$ cat config.mk
export PLATFORM = sky130hd
export DESIGN_NAME = dmc_mod_unit
export DESIGN_NICKNAME = d
export VERILOG_FILES = /design/src/rtl/core/dmc_pkg.sv /design/src/rtl/core/dmc_mod_unit.sv
export SDC_FILE = /design/constraint.sdc
export NUM_CORES = 1
export LEC_CHECK = 0
export BUFFER_PORTS_ARGS = -buffer_cell sky130_fd_sc_hd__buf_2
export CAP_MARGIN = 20
export CELL_PAD_IN_SITES_DETAIL_PLACEMENT = 0
export CELL_PAD_IN_SITES_GLOBAL_PLACEMENT = 1
export CORE_MARGIN = 1.5
export CORE_UTILIZATION = 44
export CTS_CLUSTER_DIAMETER = 150
export DETAILED_ROUTE_END_ITERATION = 8
export PLACE_DENSITY = 0.78
export SYNTH_ARGS = -nofsm -noshare
export SYNTH_HDL_FRONTEND = slang
export SYNTH_SLANG_ARGS = --single-unit
$ cat constraint.sdc
create_clock -name clk -period 3.3 [get_ports clk]
set_clock_uncertainty 0.2 [all_clocks]
set_input_delay 0.165 -clock clk [delete_from_list [all_inputs] [get_ports clk]]
set_output_delay 0.165 -clock clk [all_outputs]
set_load 0.005 [all_outputs]
$ cat src/rtl/core/dmc_pkg.sv
`timescale 1ns / 1ps
// dmc_pkg: shared constants, codes and types of the maze carver
// no dependencies

package dmc_pkg;

  localparam int MAX_SIDE_DEF = 32;
  localparam int SIDE_W       = 6;
  localparam int RAND_W       = 32;
  localparam int CELL_W       = 5;
  localparam logic [SIDE_W-1:0] SIDE_RESET = 6'd32;

  // result action codes
  localparam logic [1:0] ACT_CARVE  = 2'd0;
  localparam logic [1:0] ACT_BACK   = 2'd1;
  localparam logic [1:0] ACT_FINISH = 2'd2;

  // neighbor direction codes
  localparam logic [1:0] DIR_N = 2'd0;
  localparam logic [1:0] DIR_E = 2'd1;
  localparam logic [1:0] DIR_S = 2'd2;
  localparam logic [1:0] DIR_W = 2'd3;

  // request into the remainder unit
  typedef struct packed {
    logic              start;
    logic [RAND_W-1:0] value;
    logic [2:0]        divisor;
  } mod_req_t;

  // answer from the remainder unit
  typedef struct packed {
    logic       done;
    logic [1:0] rem;
  } mod_rsp_t;

endpackage

$ cat src/rtl/core/dmc_mod_unit.sv
`timescale 1ns / 1ps
// dmc_mod_unit: radix-4 serial remainder of the random word by a small count
// depends on dmc_pkg

module dmc_mod_unit
  import dmc_pkg::*;
(
  input  logic     clk,
  input  logic     rst,
  input  mod_req_t req,
  output mod_rsp_t rsp
);

  localparam int STEPS = RAND_W / 2;
  localparam int CW    = $clog2(STEPS + 1);

  logic [CW-1:0]     cnt;
  logic              busy;
  logic              done;
  logic [RAND_W-1:0] shreg;
  logic [2:0]        div;
  logic [1:0]        acc;
  logic [3:0]        t;
  logic [3:0]        d1;
  logic [3:0]        d2;
  logic [3:0]        d3;
  logic [1:0]        acc_next;

  // one digit per cycle, remainder kept below the divisor
  always_comb begin
    t  = {acc, shreg[RAND_W-1 -: 2]};
    d1 = {1'b0, div};
    d2 = {div, 1'b0};
    d3 = d1 + d2;
    priority if (t >= d3) begin
      acc_next = 2'(t - d3);
    end else if (t >= d2) begin
      acc_next = 2'(t - d2);
    end else if (t >= d1) begin
      acc_next = 2'(t - d1);
    end else begin
      acc_next = t[1:0];
    end
  end

  // sequencing
  always_ff @(posedge clk) begin
    if (rst) begin
      busy <= 1'b0;
      cnt  <= '0;
      done <= 1'b0;
    end else begin
      done <= 1'b0;
      if (req.start) begin
        busy <= 1'b1;
        cnt  <= CW'(STEPS);
      end else if (busy) begin
        cnt <= cnt - 1'b1;
        if (cnt == CW'(1)) begin
          busy <= 1'b0;
          done <= 1'b1;
        end
      end
    end
  end

  // datapath
  always_ff @(posedge clk) begin
    if (req.start) begin
      shreg <= req.value;
      div   <= req.divisor;
      acc   <= '0;
    end else if (busy) begin
      shreg <= {shreg[RAND_W-3:0], 2'b00};
      acc   <= acc_next;
    end
  end

  assign rsp = '{done: done, rem: acc};

endmodule

Word-level counts from Yosys, hierarchy flattened
Index checks and enable logic that the tools add are counted.
Word-level totals
  register bits: 44
  word-level logic and storage cells: 31
  input port bits: 38
Operators by class
  bitwise logic cells: 1
  $add $sub $neg: 5
  eq/ne operators: 1
  reduce and logical (&&, ||, !) cells: 3
  order comparisons: 3
  muxes and demuxes: 11
Operators with widths (number)
  $mux W32: 2
  $mux W5: 2
  $ge A4 B4 Y1: 2
  $mux W2: 3
  $sub A2 B2 Y2: 3
  $eq A5 B1 Y1 const B: 1
  $sub A5 B1 Y5 const B: 1
  $add A3 B4 Y4: 1
  $ge A4 B3 Y1: 1
  $mux W1: 4
  $reduce_or A3 Y1: 1
  $reduce_bool A2 Y1: 1
  $reduce_or A2 Y1: 1
  $not A1 Y1: 1

Logic depth before layout (Yosys ltp)
Gate-level depths: netlist (run 1).
  word-level depth: 4
  gate-level depth with buffers: 10
  mapped depth without buffers: 10

Worst setup path before layout (run 1)
Ideal clock, no wire load.
  path kind: reg-to-reg
  start point: register div[1]
  end point: register acc[1]
  data arrival time: 2032 ps
  stages on the path, launching flop included: 11
  slack: 995 ps
  period minus slack after synthesis: 2305 ps
  library setup time: 73 ps
  buffers on the path: 0
  required time: 3027 ps
  cells stage by stage: edfxtp_1 -> ha_1 -> inv_1 -> fa_1 -> xor2_1 -> ha_1 -> a21oi_1 -> o21ai_0 -> a21oi_1 -> o211ai_1 -> o211ai_2
On the way
  cells in the longest elaborated chain, start to end: 4
  elaborated cells between the ends (all ways): 9
  those cells by class: 3 x add/sub; 3 x order compare; 3 x mux
RTL lines
  from (decl): line dmc_mod_unit.sv:21  | logic [2:0] div;
  from (signal assigned): line dmc_mod_unit.sv:71  | div <= req.divisor;
  branches (longest 3 deep; another with $add A3 B4 Y4)
  $mux W2 *: line dmc_mod_unit.sv:35  | priority if (t >= d3) begin
  to (signal assigned): line dmc_mod_unit.sv:75  | acc <= acc_next;
  to (decl): line dmc_mod_unit.sv:22  | logic [1:0] acc;
Every way passes the cells marked *.
A chain may end at the register's enable or synchronous reset.

Final worst setup path (run 1)
Same ends and word-level chain as after synthesis.

==> results of run 1 <==
## final timing paths
| path | endpoint | slack [ns] | depth (start not counted) |
|---|---|---|---|
| min reg2reg | cnt[1] | 0.32 | 2 |
| min | cnt[1] | 0.32 | 2 |
| max reg2reg | acc[1] | 0.72 | 10 |
| max | acc[1] | 0.72 | 10 |
## state kept, by name, summed over array words and instances (netlist names)
register,count
done,1
busy,1
cnt,5
div,3
shreg,32
acc,2
## cell usage after synthesis
| master | n | area (um2) |
|---|---|---|
| o211ai_1 | 1 | 7.51 |
| ha_1 | 12 | 150 |
| nor2b_1 | 1 | 6.26 |
| dfxtp_1 | 9 | 180 |
| a21bo_1 | 1 | 10.0 |
| xnor2_1 | 2 | 17.5 |
| a21oi_1 | 5 | 25.0 |
| nor2_1 | 6 | 22.5 |
| or4b_1 | 1 | 10.0 |
| nand2_1 | 6 | 22.5 |
| inv_1 | 10 | 37.5 |
| nand2b_1 | 2 | 12.5 |
| nor4b_2 | 2 | 30.0 |
| fa_1 | 3 | 60.1 |
| o21ai_0 | 3 | 15.0 |
| buf_2 | 5 | 25.0 |
| and2_1 | 2 | 12.5 |
| a21o_1 | 1 | 7.51 |
| a21boi_0 | 1 | 7.51 |
| a211o_1 | 1 | 8.76 |
| edfxtp_1 | 35 | 1050 |
| nor3_1 | 4 | 20.0 |
| a31oi_2 | 1 | 12.5 |
| buf_4 | 1 | 7.51 |
| o211ai_2 | 1 | 12.5 |
| o31ai_1 | 1 | 7.51 |
| a22oi_1 | 1 | 7.51 |
| a2111oi_0 | 1 | 8.76 |
| xor2_1 | 3 | 26.3 |
| mux2_2 | 30 | 338 |
## where the power goes
group,leakage (nW),total (W),internal (W),switching (W)
Sequential,0.426,0.000699,0.000667,0.0000315
Combinational,0.700,0.000297,0.000159,0.000137
Clock,0.0399,0.000319,0.000148,0.000171
Total,1.17,0.00131,0.000975,0.000340
## cells by family (layout without fill, tap and decap cells)
| kind of cell | count (synthesis) | count (layout) |
|---|---|---|
| AOI/OAI and AO/OA | 18 | 18 |
| and+or+nand+nor | 24 | 24 |
| adders and majority gates | 15 | 15 |
| muxes | 30 | 30 |
| buffers and inverters | 16 | 95 |
| xor gates and xnor gates | 5 | 5 |
| DFF | 44 | 44 |
## tightest hold or removal path: stages, from the launching register on
cell	delay, ns
dfxtp_1	0.33
nor2_1	0.08
a2111oi_0	0.06
## stage by stage
step	power, W	utilization	instance area [um2]	cells	hold slack, ns
final	0.00131	0.605	2860	298	0.320
after global routing	0.00139	0.605	2860	298	0.362
after CTS	0.00133	0.605	2860	298	0.326
after detailed placement	0.000979	0.512	2420	254	0.143
after global placement	0.000962	0.512	2420	254	0.146
after floorplan	0.000896	-	2160	152	0.0374
## area by class of cell
type | count | area, um2 | share of cell area
clock buffers | 7 | 76.3 | 0.0267
clock inverters | 1 | 3.75 | 0.00131
inverters | 10 | 37.5 | 0.0131
multi-input cells | 92 | 858 | 0.300
flip-flops and latches | 44 | 1230 | 0.431
well taps | 67 | 83.8 | 0.0293
repair buffers | 77 | 568 | 0.199
## routing by layer
| layer | global-route usage | vias to the layer above |
|---|---|---|
| met2 | 0.303 | 30 |
| met3 | 0.0470 | 6 |
| met5 | 0 | - |
| met1 | 0.173 | 681 |
| li1 | - | 710 |
| met4 | 0.0650 | 0 |
==> results.md, run 1 <==
- Largest fanout on the critical path: 3
- Commonest non-fill, non-tap cell in the layout: buf_2
- CTS tree: built
- Synth Area in XOR/XNOR: 0.0203
- Residual DRC: 0
- Number of DRC markers in iteration 0: 40
- Cts hold-fix bufs: 36
- Layout cells sized above 1: 0.346
- CP max stage cell: edfxtp_1
- Nets: between 200 and 300
- Cell family with most CP delay: adder cells
- Main combinational cell family by area after synthesis: multiplexers
- Outcome: finished clean
- GP Congestion: 0.910
- Total CTS buffers: 5
- Crit-path cells: ha_1 > inv_1 > fa_1 > xor2_1 > ha_1 > nand2_1 > o21ai_0 > a21oi_1 > o21ai_0 > o211ai_2
- Antenna Nets Post-Route: 0
- Max-slew headroom: 0.423
- Clock buffer depth: 2
- Total global routing overflow: 0
- Number of distinct library cells after synthesis: 30
- Worst VDD drop: ~0.00032 V
- H-tree level count: 2
- Post-CTS setup repair buffer count: 0
- Via Count: 1427
- Via density: 4.79
- Die area: approximately 0.0053 mm2
- Commonest non-fill, non-tap cells in the layout: 40 x buf_2, 36 x dlygate4sd3_1, 35 x edfxtp_1
- Synthesis-stage register bit count: 44
- Worst-margin pin slew: 0.865 ns
- Hold Crit Class: reg -> reg
- Synthesized instance count: between 150 and 200
- DR pass1 iterations: 4
- I/O Pins: 41
- Largest net degree at the start of global routing: between 40 and 50
- Top sig layer: met4
- Data required time of the critical path: roughly 3.3 ns
- Worst setup margin: 0.717 ns
- Final hold vios: 0
- Core Box Area: roughly 0.0047 mm2
- Vias in the first global route: 1502
- Fill cell count: 371
- Max Freq: 387 MHz
- Initial Utilization: 0.457
- Pleak: 1.17 nW
- Crit Path Class: reg -> reg
- Seq/Total Area, Yosys: 0.570
- Post_cts resized: 0
- Die H: 73.1 um
- Critical path's largest stage delay: about 0.4 ns
- Worst-path clk slew: 0.08 ns
- Gr usage total: 0.164
- Clock Latency Late Sink: a little under 0.3 ns
- Pwr dens: 460 mW/mm2
- Startpoint Class: flop
- DPL Wire Length: about 2500 um
- Worst Setup SP: div[1]
- Reg-to-Reg Start: div[1]
- Initial antenna violation count: 0
- Fin crit share: 0.783
- First-pass GRT wire length: approximately 6500 um
- Syn Area/Cell: 14.2 um2
- Multiplexer share of the synthesized area: 0.156
- Row count: 25
- Pre-CTS WS: 0.756 ns
- Simple-gate share of the synthesized area: 0.0632
- Fin. max-slew vios: 0
- Buf/Inv on CP: 1
- PortBufs: 40
- Met1 Wirelength: 1500 um
- Synthesized cell area: 0.00216 mm2
- Tmin final: roughly 2.6 ns
- Die width: 73.1 um
- Setup violators final: 0
- Worst Setup End Kind: flop
- Synth Area in Compound Gates: 0.0603
- Net Count, Synth: 205
- Metal2 WL: 2200 um
- Yosys Warn Count: 0
- Setup tns final: 0 ns
- Drt total wl: 3880 um
- Hold Crit Start: cnt[1]
- Area share of fa/ha/maj cells after synthesis: 0.0973
- Worst path arrival time: roughly 2.6 ns
- Clock sinks: between 40 and 50
- Met3 wire length: approximately 130 um
- RSZ-0062 raised after global routing: no
- WL/cell: 13.0 um
- CTS root buf: clkbuf_8
- Ant diodes: 0
- Max-capacitance violation count: 0
- P&R area growth vs syn: 32.4%
Note: power is estimated with default switching activity, not from simulation.
==> inputs of run 2 (changes only) <==
Settings changed: ABC_AREA set to 1, CORE_UTILIZATION 44 to 37, PLACE_DENSITY 0.78 to 0.74.
Clock period 3.3 ns to 2.1 ns, I/O delays scaled along.
==> results.md, run 2 <==
- Combinational Power Share: 0.205 (was 0.226)
- CTS root buf: clkbuf_8 (unchanged)
- Worst Setup End Kind: flop (unchanged)
- Worst path arrival time: 2.25 ns (was 2.56 ns)
- Vias in the first global route: 1775 (was 1502)
- Clock Latency Late Sink: 0.29 ns (about the same)
- Placed Area: 0.00253 mm2 (was 0.00242 mm2)
- Worst Setup SP: div[1] (unchanged)
- Biggest regs: shreg: 32 flops, cnt: 5 flops, div: 3 flops (unchanged)
- FF+latch area: 0.00123 mm2 (unchanged)
- Drt total wl: 4300 um (was 3880 um)
- Share of total power in the clock network: 0.297 (was 0.243)
- Sequential share of power: 0.498 (was 0.532)
- Tmin final: 2.26 ns (was 2.58 ns)
- Startpoint Class: flop (unchanged)
- CTS tree: built (unchanged)
- Final hold vios: 0 (unchanged)
- Flop-to-flop setup slack: -0.16 ns (was 0.72 ns)
- Max-slew headroom: 0.759 (was 0.423)
- Synthesized cell area: 0.00221 mm2 (was 0.00216 mm2)
- Clock buffer depth: 2 (unchanged)
- DPL Wire Length: 2860 um (was 2540 um)
- Worst-margin pin slew: 0.361 ns (was 0.865 ns)
- Power, Total: 0.00216 W (was 0.00131 W)
- Outcome: finished with violations (was finished clean)
- Most flops, register: shreg (unchanged)
- Clock sinks: 44 (unchanged)
- Design area: 0.00301 mm2 (was 0.00286 mm2)
- Worst VDD drop: 0.000380 V (was 0.000317 V)
- Failing checks: negative setup slack
- Crit-path cells: ha_2 > inv_2 > fa_2 > xor2_1 > ha_1 > a21oi_2 > nand2_2 > nor2_4 > nand2_1 > nand2_1 > nand3_1 > nand2_1 > inv_1 (was ha_1 > inv_1 > fa_1 > xor2_1 > ha_1 > nand2_1 > o21ai_0 > a21oi_1 > o21ai_0 > o211ai_2)
- Worst path most repeated cell: nand2_1
- Sw Pwr: 0.000560 W (was 0.000340 W)
- Via density: 4.38 (was 4.79)
- R2R depth: 13 (was 10)
- Initial antenna violation count: 0 (unchanged)
- # placed instances: 353 (was 254)
- CP max stage cell: edfxtp_1 (unchanged)
- Die area: 0.00646 mm2 (was 0.00534 mm2)
- Area occupied by multi-input gates: 865 um2 (was 858 um2)
- DR pass1 iterations: 4 (unchanged)
- Reg-to-Reg Start: div[1] (unchanged)
- Number of DRC markers in iteration 0: 75 (was 40)
- Critical path's largest stage delay: 0.37 ns (was 0.40 ns)
- Core Box Area: 0.00564 mm2 (was 0.00472 mm2)
- Pint: 0.00160 W (was 0.000975 W)
- Worst r2r dst: acc[0] (was acc[1])
- Top post-synthesis cells by area: edfxtp_1 47%, nand2_1 19%, dfxtp_1 8.1%, ha_1 6.8%, inv_1 3.1% (was edfxtp_1 49%, mux2_2 16%, dfxtp_1 8.3%, ha_1 7.0%, fa_1 2.8%)
- Total global routing overflow: 0 (unchanged)
- Data required time of the critical path: 2.09 ns (was 3.27 ns)
- Number of synthesized flops with an enable pin: 35 (unchanged)
- Ant diodes: 0 (unchanged)
- Commonest non-fill, non-tap cell in the layout: nand2_1 (was buf_2)
- Most common library cells after synthesis: 113 x nand2_1, 35 x edfxtp_1, 18 x inv_1 (was 35 x edfxtp_1, 30 x mux2_2, 12 x ha_1)
- PortBufs: 40 (unchanged)
- First-pass GRT wire length: 7410 um (was 6530 um)
- RSZ-0062 raised after global routing: yes (was no)
- Worst setup margin: -0.157 ns (was 0.717 ns)
- Hold Crit Class: in -> reg (was reg -> reg)
- Gr usage total: 0.148 (was 0.164)
- Async SR Flop Fraction: 0 (unchanged)
- Fin. max-slew vios: 0 (unchanged)
- Synthesized instance count: 241 (was 152)
- Layout cells sized above 1: 0.212 (was 0.346)
- Fin crit share: 1.07 (was 0.783)
- Count leader, synth: nand2_1 (was edfxtp_1)
- Post-synth top area share: 0.475 (was 0.487)
- Antenna Nets Post-Route: 0 (unchanged)
- Fill cell count: 519 (was 371)
- Max FFs per register: 32 (unchanged)
- Post-synth top flop: edfxtp_1 (unchanged)
- Max-capacitance violation count: 0 (unchanged)
- Sw Share: 0.259 (about the same)
- Commonest non-fill, non-tap cells in the layout: 113 x nand2_1, 40 x buf_2, 36 x dlygate4sd3_1 (was 40 x buf_2, 36 x dlygate4sd3_1, 35 x edfxtp_1)
- Fin util: 0.533 (was 0.605)
- Yosys Warn Count: 0 (unchanged)
- Die H: 80.3 um (was 73.1 um)
- Pwr dens: 719 mW/mm2 (was 460 mW/mm2)
- Total CTS buffers: 5 (unchanged)
- Crit Path Class: reg -> reg (unchanged)
- Setup tns final: -0.293 ns (was 0 ns)
- Largest net degree at the start of global routing: 38 (was 45)
- Nets: 378 (was 283)
- GP Congestion: 0.762 (was 0.910)
- Row count: 27 (was 25)
- Synthesis-stage register bit count: 44 (unchanged)
- Number of distinct library cells after synthesis: 26 (was 30)
- Net Count, Synth: 294 (was 205)
- Largest fanout on the critical path: 4 (was 3)
- Residual DRC: 0 (unchanged)
- Fin cells: 398 (was 298)
- Area leader, netlist: edfxtp_1 (unchanged)
- H-tree level count: 2 (unchanged)
- I/O Pins: 41 (unchanged)
- Die width: 80.3 um (was 73.1 um)
- WL/cell: 10.8 um (was 13.0 um)
- Syn Area/Cell: 9.18 um2 (was 14.2 um2)
- Seq/Total Area, Yosys: 0.556 (was 0.570)
- Max Freq: 443 MHz (was 387 MHz)
- CP endpoint: acc[0] (was acc[1])
- Via Count: 1745 (was 1427)
- Initial Utilization: 0.392 (was 0.457)
- Worst-path clk slew: 0.08 ns (about the same)
- P&R area growth vs syn: 35.9% (was 32.4%)
- Setup violators final: 2 (was 0)
- Pleak: 1.46 nW (was 1.17 nW)
-- run 2: cell count changes after synthesis, sizes merged, moves of 3 or more --
| cell | delta |
|---|---|
| nand2 | +108 |
| mux2 | -30 |
| nor2 | +11 |
| inv | +10 |
| nand3 | +6 |
| buf | +3 |
-- run 2: cell families (layout without fill, tap and decap cells) --
logic type | Yosys count | count (layout) | synth area share
XOR/XNOR | 2 | 2 | 0.00792
AO/OA/AOI/OAI | 7 | 7 | 0.0220
flip-flops | 44 | 44 | 0.556
AND/OR/NAND/NOR | 144 | 144 | 0.263
adder cells (fa/ha/maj) | 15 | 15 | 0.0950
buffers and inverters | 29 | 114 | 0.0554
-- run 2: layout make-up --
type                            instances  share of cell area
Clock buffer                            5              0.0229
Clock inverter                          3              0.0141
Inverter                               20              0.0250
Multi-Input combinational cell        168               0.287
Sequential cell                        44               0.409
Tap cell                               72              0.0300
Timing Repair Buffer                   86               0.211
-- run 2: metrics by stage --
| step | hold WS (ns) | setup slack (ns) |
|---|---|---|
| finish | 0.0497 | -0.157 |
| floorplan | -0.0256 | -0.106 |
| CTS | 0.0550 | -0.166 |
| global route | 0.111 | -0.316 |
| global placement | 0.0851 | -0.141 |
| detailed placement | 0.0831 | -0.181 |
-- run 2: worst min path at each step --
stage                       start     end  slack (ns)  cells after the start
after global placement     req[0]  div[0]        0.09                      1
after global routing      req[35]  cnt[4]        0.11                      3
after floorplan               rst  cnt[4]       -0.03                      1
after detailed placement   req[0]  div[0]        0.08                      1
final                     req[35]  cnt[4]        0.05                      3
after CTS                 req[35]  cnt[4]        0.05                      3
-- run 2: critical path: cells and delay by family, from the launching register on --
kind                     cells  cell delay [ns]
flip-flops                   1             0.37
XOR/XNOR                     1             0.15
AO/OA/AOI/OAI                1             0.14
buffers and inverters        2             0.06
AND/OR/NAND/NOR              6             0.41
adder cells (fa/ha/maj)      3             0.81
-- run 2: what timing repair did --
action | CTS | global route
buffers inserted | 0 | 1
hold buffers | 36 | 0
pin swaps | 1 | 0
gates resized for setup | 1 | 0
endpoints found under the hold margin | 37 | 0
setup endpoints to repair | 2 | 2
-- run 2: power groups by stage --
stage | Sequential (W) | Combinational [W] | Clock (W)
after floorplan | 0.00109 | 0.000281 | 0
final | 0.00108 | 0.000445 | 0.000642
after CTS | 0.00108 | 0.000447 | 0.000667
after global routing | 0.00109 | 0.000510 | 0.000700
after global placement | 0.00109 | 0.000387 | 0
after detailed placement | 0.00110 | 0.000394 | 0
-- run 2: layer usage --
layer | global-route usage | vias to the layer above | wire length [um]
met5 | 0 | - | 0
met4 | 0.0379 | 0 | 23
met3 | 0.0307 | 2 | 145
met2 | 0.267 | 31 | 2070
met1 | 0.178 | 781 | 2070
li1 | - | 931 | -
==> inputs of run 3 (changes only) <==
Settings changed: RECOVER_POWER set to 100.
==> results.md, run 3 (synthesis gave the netlist of run 2 again) <==
- Ant diodes: 0 (unchanged)
- R2R depth: 13 (unchanged)
- Core Box Area: 0.00564 mm2 (unchanged)
- Largest fanout on the critical path: 4 (unchanged)
- Fill cell count: 523 (was 519)
- Data required time of the critical path: 2.09 ns (about the same)
- Layout cells sized above 1: 0.199 (was 0.212)
- Fin util: 0.531 (was 0.533)
- Max-capacitance violation count: 0 (unchanged)
- Sequential share of power: 0.499 (was 0.498)
- CP max stage cell: edfxtp_1 (unchanged)
- Gr usage total: 0.148 (unchanged)
- Crit Path Class: reg -> reg (unchanged)
- Initial antenna violation count: 0 (unchanged)
- Worst path most repeated cell: nand2_1 (unchanged)
- Worst-path clk slew: 0.08 ns (about the same)
- Final hold vios: 0 (unchanged)
- H-tree level count: 2 (unchanged)
- Power, Total: 0.00216 W (about the same)
- Crit-path cells: ha_2 > inv_2 > fa_2 > xor2_1 > ha_1 > a21oi_2 > nand2_2 > nor2_4 > nand2_1 > nand2_1 > nand3_1 > nand2_1 > inv_1 (unchanged)
- Most flops, register: shreg (unchanged)
- Fin crit share: 1.07 (about the same)
- Sw Pwr: 0.000559 W (was 0.000560 W)
- Total CTS buffers: 5 (unchanged)
- Combinational Power Share: 0.204 (was 0.205)
- Total global routing overflow: 0 (unchanged)
- # placed instances: 353 (unchanged)
- Outcome: finished with violations (unchanged)
- Hold Crit Start: req[35] (unchanged)
- Worst VDD drop: 0.000382 V (was 0.000380 V)
- Startpoint Class: flop (unchanged)
- Residual DRC: 0 (unchanged)
- Initial Utilization: 0.392 (unchanged)
- Max FFs per register: 32 (unchanged)
- Fin cells: 398 (unchanged)
- Largest net degree at the start of global routing: 38 (unchanged)
- Failing checks: negative setup slack (unchanged)
- Max-slew headroom: 0.606 (was 0.759)
- Vias in the first global route: 1775 (unchanged)
- First-pass GRT wire length: 7410 um (unchanged)
- Sw Share: 0.259 (about the same)
- DPL Wire Length: 2860 um (unchanged)
- Commonest non-fill, non-tap cell in the layout: nand2_1 (unchanged)
- Share of total power in the clock network: 0.297 (about the same)
- Row count: 27 (unchanged)
- Number of DRC markers in iteration 0: 64 (was 75)
- P&R area growth vs syn: 35.4% (was 35.9%)
- Clock sinks: 44 (unchanged)
- Drt total wl: 4320 um (was 4300 um)
- Commonest non-fill, non-tap cells in the layout: 113 x nand2_1, 38 x buf_2, 36 x dlygate4sd3_1 (was 113 x nand2_1, 40 x buf_2, 36 x dlygate4sd3_1)
- Pint: 0.00160 W (about the same)
- Pleak: 1.45 nW (was 1.46 nW)
- Clock buffer depth: 2 (unchanged)
- WL/cell: 10.9 um (was 10.8 um)
- CTS root buf: clkbuf_8 (unchanged)
- Tmin final: 2.26 ns (about the same)
- Via density: 4.40 (was 4.38)
- Worst Setup End Kind: flop (unchanged)
- Hold Crit Class: in -> reg (unchanged)
- Reg-to-Reg Start: div[1] (unchanged)
- Worst Setup SP: div[1] (unchanged)
- Hold path cells: 3 (unchanged)
- Critical path's largest stage delay: 0.37 ns (about the same)
- GP Congestion: 0.762 (unchanged)
- Setup violators final: 2 (unchanged)
- Max Freq: 443 MHz (about the same)
- Nets: 378 (unchanged)
- Die area: 0.00646 mm2 (unchanged)
- Pwr dens: 721 mW/mm2 (was 719 mW/mm2)
- Flop-to-flop setup slack: -0.16 ns (about the same)
- RSZ-0062 raised after global routing: yes (unchanged)
- Antenna Nets Post-Route: 0 (unchanged)
- Die H: 80.3 um (unchanged)
- Via Count: 1750 (was 1745)
- CTS tree: built (unchanged)
- Biggest regs: shreg: 32 flops, cnt: 5 flops, div: 3 flops (unchanged)
- Worst-margin pin slew: 0.591 ns (was 0.361 ns)
- DR pass1 iterations: 4 (unchanged)
- Worst path arrival time: 2.25 ns (about the same)
- PortBufs: 40 (unchanged)
- Pre-CTS WS: -0.181 ns (unchanged)
- Die width: 80.3 um (unchanged)
- Worst setup margin: -0.157 ns (about the same)
- Fin. max-slew vios: 0 (unchanged)
- Clock Latency Late Sink: 0.29 ns (about the same)
- I/O Pins: 41 (unchanged)
run 3: changes by cell type in the layout (fill, tap and decap cells not counted), sizes merged:
cell    previous run  this run
buf               50        46
clkbuf             5         9
run 3: worst paths after layout:
kind,to
max,acc[0]
min,cnt[4]
max reg2reg,acc[0]
min reg2reg,cnt[4]
run 3: layout make-up:
cell class / instances / area (um2) / area share
repair buffers: 86 / 627 / 0.209
inverters: 20 / 75.1 / 0.0251
flip-flops and latches: 44 / 1230 / 0.411
multi-input cells: 168 / 862 / 0.288
well taps: 72 / 90.1 / 0.0301
clock inverters: 3 / 42.5 / 0.0142
clock buffers: 5 / 68.8 / 0.0230
run 3: metrics by stage:
step           TNS (ns)  hold slack, ns  instance area [um2]
4_1_cts          -0.316          0.0550                 3000
6_report         -0.293          0.0498                 3000
3_3_place_gp     -0.253          0.0851                 2530
2_1_floorplan    -0.198         -0.0256                 2220
5_1_grt          -0.588           0.111                 3000
3_5_place_dp     -0.336          0.0831                 2530
run 3: worst max-delay path: cells and delay by family (launching register included):
kind | cells | cell delay, ns
fa+ha+maj | 3 | 0.81
simple gates | 6 | 0.41
flops | 1 | 0.37
xor+xnor | 1 | 0.15
compound gates | 1 | 0.14
buf+inv | 2 | 0.06
run 3: metal layers:
| metal | routed length (um) | vias to the layer above | global-route usage |
|---|---|---|---|
| li1 | - | 931 | - |
| met1 | 2090 | 786 | 0.178 |
| met2 | 2080 | 31 | 0.267 |
| met3 | 135 | 2 | 0.0307 |
| met4 | 23 | 0 | 0.0379 |
| met5 | 0 | - | 0 |
run 3: power by group through the flow:
| stage | combinational [W] | clock, W | sequential, W |
|---|---|---|---|
| after floorplan | 0.000281 | 0 | 0.00109 |
| after global placement | 0.000387 | 0 | 0.00109 |
| after detailed placement | 0.000394 | 0 | 0.00110 |
| after CTS | 0.000447 | 0.000667 | 0.00108 |
| after global routing | 0.000507 | 0.000700 | 0.00109 |
| final | 0.000441 | 0.000642 | 0.00108 |
run 3: what timing repair did:
action | 4_1_cts | 5_1_grt
hold endpoints to repair | 37 | 0
endpoints found under the setup margin | 2 | 2
gates resized for setup | 1 | 0
buffers inserted | 0 | 1
pin swaps | 1 | 0
hold buffers | 36 | 0
